===== config.mk =====
export PLATFORM = sky130hd
export DESIGN_NAME = pass_hash
export DESIGN_NICKNAME = d
export VERILOG_FILES = /design/src/design/pass_pkg.sv /design/src/design/pass_hash.sv
export SDC_FILE = /design/constraint.sdc
export NUM_CORES = 1
export LEC_CHECK = 0
export BUFFER_PORTS_ARGS = -buffer_cell sky130_fd_sc_hd__buf_4
export CORE_MARGIN = 5
export CORE_UTILIZATION = 40
export CTS_BUF_LIST = sky130_fd_sc_hd__clkbuf_8
export DETAILED_ROUTE_END_ITERATION = 12
export PLACE_DENSITY_LB_ADDON = 0.05
export SYNTH_ARGS = -nofsm -noshare
export SYNTH_HDL_FRONTEND = slang
export SYNTH_SLANG_ARGS = --single-unit

===== constraint.sdc =====
create_clock -name clk -period 17.9 [get_ports clk]
set_clock_uncertainty 0.05 [all_clocks]
set_input_delay 0.895 -clock clk [delete_from_list [all_inputs] [get_ports clk]]
set_output_delay 0.895 -clock clk [all_outputs]
set_load 0.02 [all_outputs]

===== src/design/pass_pkg.sv =====
// shared types, constants and sizes for the priority aware spread sketch
package pass_pkg;

    localparam int BITMAP_BITS   = 65536;
    localparam int BITMAP_HASHES = 2;
    localparam int CELL_COUNT    = 1024;
    localparam int SKETCH_ROWS   = 2;
    localparam int SKETCH_WIDTH  = 4096;
    localparam int MAX_LEVELS    = 64;

    localparam int BM_WORDS = BITMAP_BITS / 32;
    localparam int BM_AW    = $clog2(BM_WORDS);
    localparam int BM_IW    = $clog2(BITMAP_BITS);
    localparam int CELL_AW  = $clog2(CELL_COUNT);
    localparam int SK_CW    = $clog2(SKETCH_WIDTH);
    localparam int SK_RW    = (SKETCH_ROWS > 1) ? $clog2(SKETCH_ROWS) : 1;
    localparam int SK_AW    = SK_RW + SK_CW;
    localparam int SK_DEPTH = 1 << SK_AW;
    localparam int ROWC_W   = $clog2(SKETCH_ROWS + 1);
    localparam int CLR_W0   = (BM_AW > CELL_AW) ? BM_AW : CELL_AW;
    localparam int CLR_W    = (CLR_W0 > SK_AW) ? CLR_W0 : SK_AW;

    localparam int CNT_W = 24;
    localparam int LVL_W = 7;
    localparam logic [CNT_W-1:0] COUNT_MAX = '1;

    localparam logic [31:0] CELL_SEED_OFS = 32'd16;
    localparam logic [31:0] ROW_SEED_OFS  = 32'd96;

    localparam logic [31:0] MM_C1  = 32'hcc9e2d51;
    localparam logic [31:0] MM_C2  = 32'h1b873593;
    localparam logic [31:0] MM_C3  = 32'h85ebca6b;
    localparam logic [31:0] MM_C4  = 32'hc2b2ae35;
    localparam logic [31:0] MM_ADD = 32'he6546b64;
    localparam logic [31:0] MM_LEN = 32'd4;

    localparam logic [1:0] CFG_LEVEL_COUNT = 2'd0;
    localparam logic [1:0] CFG_THRESHOLD   = 2'd1;
    localparam logic [1:0] CFG_SEED_BASE   = 2'd2;

    localparam logic CMD_UPDATE = 1'b0;
    localparam logic CMD_QUERY  = 1'b1;

    typedef struct packed {
        logic        start;
        logic [31:0] key;
        logic [31:0] seed;
    } hash_req_t;

    typedef enum logic [3:0] {
        ST_CLEAR,
        ST_IDLE,
        ST_BHASH,
        ST_BWAIT,
        ST_BREAD,
        ST_BCHK,
        ST_PTEST,
        ST_PHASH,
        ST_PWAIT,
        ST_PREAD,
        ST_PCHK,
        ST_PDEC,
        ST_SHASH,
        ST_SWAIT,
        ST_SREAD,
        ST_SCHK
    } state_t;

endpackage


===== src/design/pass_hash.sv =====
// iterative 32-bit murmur hash of one word over a single shared multiplier
module pass_hash (
    input  logic                clk,
    input  logic                rst_n,
    input  pass_pkg::hash_req_t req,
    output logic                done,
    output logic [31:0]         hash
);
    import pass_pkg::*;

    logic [2:0]  step_reg, step_next;
    logic [31:0] r_reg, r_next;
    logic [31:0] seed_reg, seed_next;
    logic [31:0] mul_a, mul_b, mul_p;
    logic [31:0] k_rot, h_rot, h_mix, h_add;

    assign mul_p = mul_a * mul_b;
    assign k_rot = {r_reg[16:0], r_reg[31:17]};
    assign h_rot = {h_mix[18:0], h_mix[31:19]};
    assign h_mix = seed_reg ^ r_reg;
    assign h_add = (((h_rot << 2) + h_rot) + MM_ADD) ^ MM_LEN;

    assign done = (step_reg == 3'd5);
    assign hash = r_reg ^ (r_reg >> 16);

    always_comb
    begin
        step_next = step_reg;
        r_next    = r_reg;
        seed_next = seed_reg;
        mul_a     = r_reg;
        mul_b     = MM_C3;
        unique case (step_reg)
            3'd0:
            begin
                mul_a = req.key;
                mul_b = MM_C1;
                if (req.start)
                begin
                    r_next    = mul_p;
                    seed_next = req.seed;
                    step_next = 3'd1;
                end
            end
            3'd1:
            begin
                mul_a     = k_rot;
                mul_b     = MM_C2;
                r_next    = mul_p;
                step_next = 3'd2;
            end
            3'd2:
            begin
                // mix into the seed and fold the high half down
                r_next    = h_add ^ (h_add >> 16);
                step_next = 3'd3;
            end
            3'd3:
            begin
                r_next    = mul_p;
                step_next = 3'd4;
            end
            3'd4:
            begin
                mul_a     = r_reg ^ (r_reg >> 13);
                mul_b     = MM_C4;
                r_next    = mul_p;
                step_next = 3'd5;
            end
            default:
            begin
                step_next = 3'd0;
            end
        endcase
    end

    always_ff @(posedge clk or negedge rst_n)
    begin
        if (!rst_n)
            step_reg <= 3'd0;
        else
            step_reg <= step_next;
    end

    always_ff @(posedge clk)
    begin
        r_reg    <= r_next;
        seed_reg <= seed_next;
    end

endmodule


==> flow_metrics.py <==
metrics = {
    "flow_run": {
        "maxCapViolations": 0,
    },
    "synthesis": {
        "syn_inst": 2203,
        "syn-mean-instance-area_um2": 9.18,
        "synth-edff-count": 64,
        "syn_area_um2": 20200,
        "yosysWarningCount": 0,
        "syn_nets": 2856,
        "ys_seq_area_share_pct": 9.88,
        "netlist.area_leader.share_pct": 37.2,
        "synthArstFlopShare_pct": 4.48,
        "synth_area_leaders": "fa_1, ha_1, inv_1, edfxtp_1, xnor2_1",
        "ys_ff_latch": 67,
        "synth_ff_type": "edfxtp_1",
        "synth_cell_types": 68,
        "yosysTopAreaCell": "fa_1",
    },
    "place": {
        "port_buffers": 99,
        "hpwl_mm": 70.8,
        "gp_congestion": 0.993,
        "dp_cells": 2901,
    },
    "worst_setup_path": {
        "critPathKind": "reg2reg",
        "crit_path_end_kind": "register",
        "worst_path_most_repeated_cell": "fa_1",
        "cp_max_fo": 55,
        "worstRegToRegCells": 31,
        "crit-reg2reg-launch": "step_reg[0]",
        "critPathMaxStageDelay_ns": 0.74,
        "critical-path-slowest-cell": "o21ai_0",
        "reg2reg_slack_ns": 7.75,
        "reg2reg_to": "r_reg[29]",
        "crit_arrival_ns": 10.23,
        "worst_setup_path_start_kind": "register",
        "critical_path_required_ns": 17.98,
    },
    "clock_tree": {
        "cts.sinks": 67,
        "post_cts_buffers": 0,
        "cts.clk_slew.worst_paths_ns": 0.08,
        "cts_buffer_depth": 2,
        "cts_root_buf": "clkbuf_8",
        "cts_tree": "built",
        "cts_resized": 0,
        "cts-buffers-inserted": 9,
        "hold_buffers": 0,
        "cts-htree-levels": 3,
        "clk_latency_ns": 0.39,
    },
    "floorplan": {
        "fp.dieH_um": 235,
        "start_util_pct": 40.4,
        "fp.dieW_um": 235,
        "core_area_um2": 50100,
        "io_pins": 100,
        "die_area_um2": 55100,
        "num_rows": 82,
    },
    "drt": {
        "drt-total-wl_mm": 81.3,
        "ant_nets": 0,
        "drt_iter0_markers": 1269,
        "vias": 15211,
        "wire_per_inst_um": 27.9,
        "firstDrtPassIters": 5,
        "viasPerCell": 5.21,
        "drc": 0,
    },
    "timing": {
        "relSlewSlack_pct": 23.5,
        "setup_viol": 0,
        "fmax_mhz": 98.6,
        "worstMarginPinSlew_ns": 1.15,
        "final.period_utilization_pct": 56.7,
        "min_period_ns": 10.15,
        "setup_tns_ns": 0,
        "drv_slew": 0,
        "rsz0062_at_grt": "no",
        "hold_viol": 0,
    },
    "global_route": {
        "grt_usage_pct": 29.3,
        "overflow": 0,
        "grt_pass1_wl_mm": 115,
        "grt_max_degree": 56,
        "grt_pass1_vias": 16097,
        "antenna_found_initial": 1,
    },
    "final_layout": {
        "areaGrowthSynthToFinish_pct": 7.79,
        "fillers": 5129,
        "nets": 2893,
        "drive_gt1_share_pct": 8.78,
        "final_cells": 2917,
        "diodes": 0,
    },
    "worst_hold_path": {
        "min_path_type": "in2async",
    },
    "outcome": {
        "status": "finished, final reports clean",
    },
}
-- cells by family after synthesis --
group | share of synthesized area, %
xor+xnor | 8.30
buf+inv | 13.0
compound gates | 6.89
flops | 9.88
simple gates | 9.90
mux | 1.84
fa+ha+maj | 50.2
-- worst max-delay path: cells and delay by family (launching register included) --
kind	cells	cell delay (ns)
compound gates	9	2.51
xor+xnor	1	0.16
fa+ha+maj	9	4.25
buf+inv	8	1.27
flops	1	0.42
simple gates	4	1.21
-- per-stage QoR --
step                      util [%]  worst slack, ns  hold slack [ns]  instance area, µm²
final                         43.5             7.75            0.237               21800
after global routing          43.5             7.24            0.208               21800
after CTS                     43.5             7.87            0.206               21800
after detailed placement      43.1             7.89            0.640               21600
after global placement        43.1             7.81            0.639               21600
after floorplan                  -             9.16            0.549               20200
-- per-layer routing --
layer,vias to the layer above,share of wire [%],global-route usage (%)
li1,6738,-,-
met1,7797,43,40.2
met2,534,46,47.1
met3,138,5.9,4.34
met4,4,4.9,11.1
met5,-,0.027,0
-- synth_stat cells (all sizes together) (3+ instances only) --
library cell	count
xnor2	103
edfxtp	64
nor2b	7
nor3	22
a21oi	70
dfrtp	3
nand2	166
and2	30
a31oi	8
nand4	4
a211oi	5
xnor3	5
clkbuf	70
or3b	3
a22oi	5
mux2	14
o211ai	7
o31ai	3
ha	210
o21a	10
fa	376
and3	11
nand2b	13
inv	564
xor2	74
buf	37
o21bai	8
nand3	16
a21o	28
nor2	141
o21ai	52
mux2i	21
a211o	5
o22ai	4
or2	8
or3	13
-- worst max-delay path by stage --
stage	start	depth (start not counted)	slack (ns)	endpoint
floorplan	step_reg[0]	37	9.16	r_reg[29]
global placement	step_reg[0]	34	7.81	r_reg[29]
detailed placement	step_reg[0]	31	7.89	r_reg[29]
CTS	step_reg[0]	31	7.87	r_reg[29]
global route	step_reg[0]	32	7.24	r_reg[29]
finish	step_reg[0]	31	7.75	r_reg[29]
-- layout make-up --
class | instances | area, µm² | share of cell area (%)
Tap cell | 672 | 841 | 3.86
Inverter | 565 | 2130 | 9.76
Sequential cell | 67 | 2000 | 9.17
Clock buffer | 9 | 124 | 0.569
Timing Repair Buffer | 133 | 998 | 4.58
Multi-Input combinational cell | 1464 | 15600 | 71.7
Clock inverter | 7 | 76.3 | 0.350
-- cells in the final DEF, fill, tap and decap left out, types with 49 or more instances in the layout --
cell type / synthesis / final
inv_1: 561 / 561
fa_1: 376 / 376
ha_1: 210 / 210
nand2_1: 163 / 163
nor2_1: 137 / 135
buf_4: 21 / 133
xnor2_1: 102 / 102
xor2_1: 73 / 73
a21oi_1: 70 / 69
edfxtp_1: 64 / 64
o21ai_0: 49 / 49
Power is left out: the tool's default activity adds up to more than one toggle a clock period on the data nets, which glitch-free logic cannot reach.
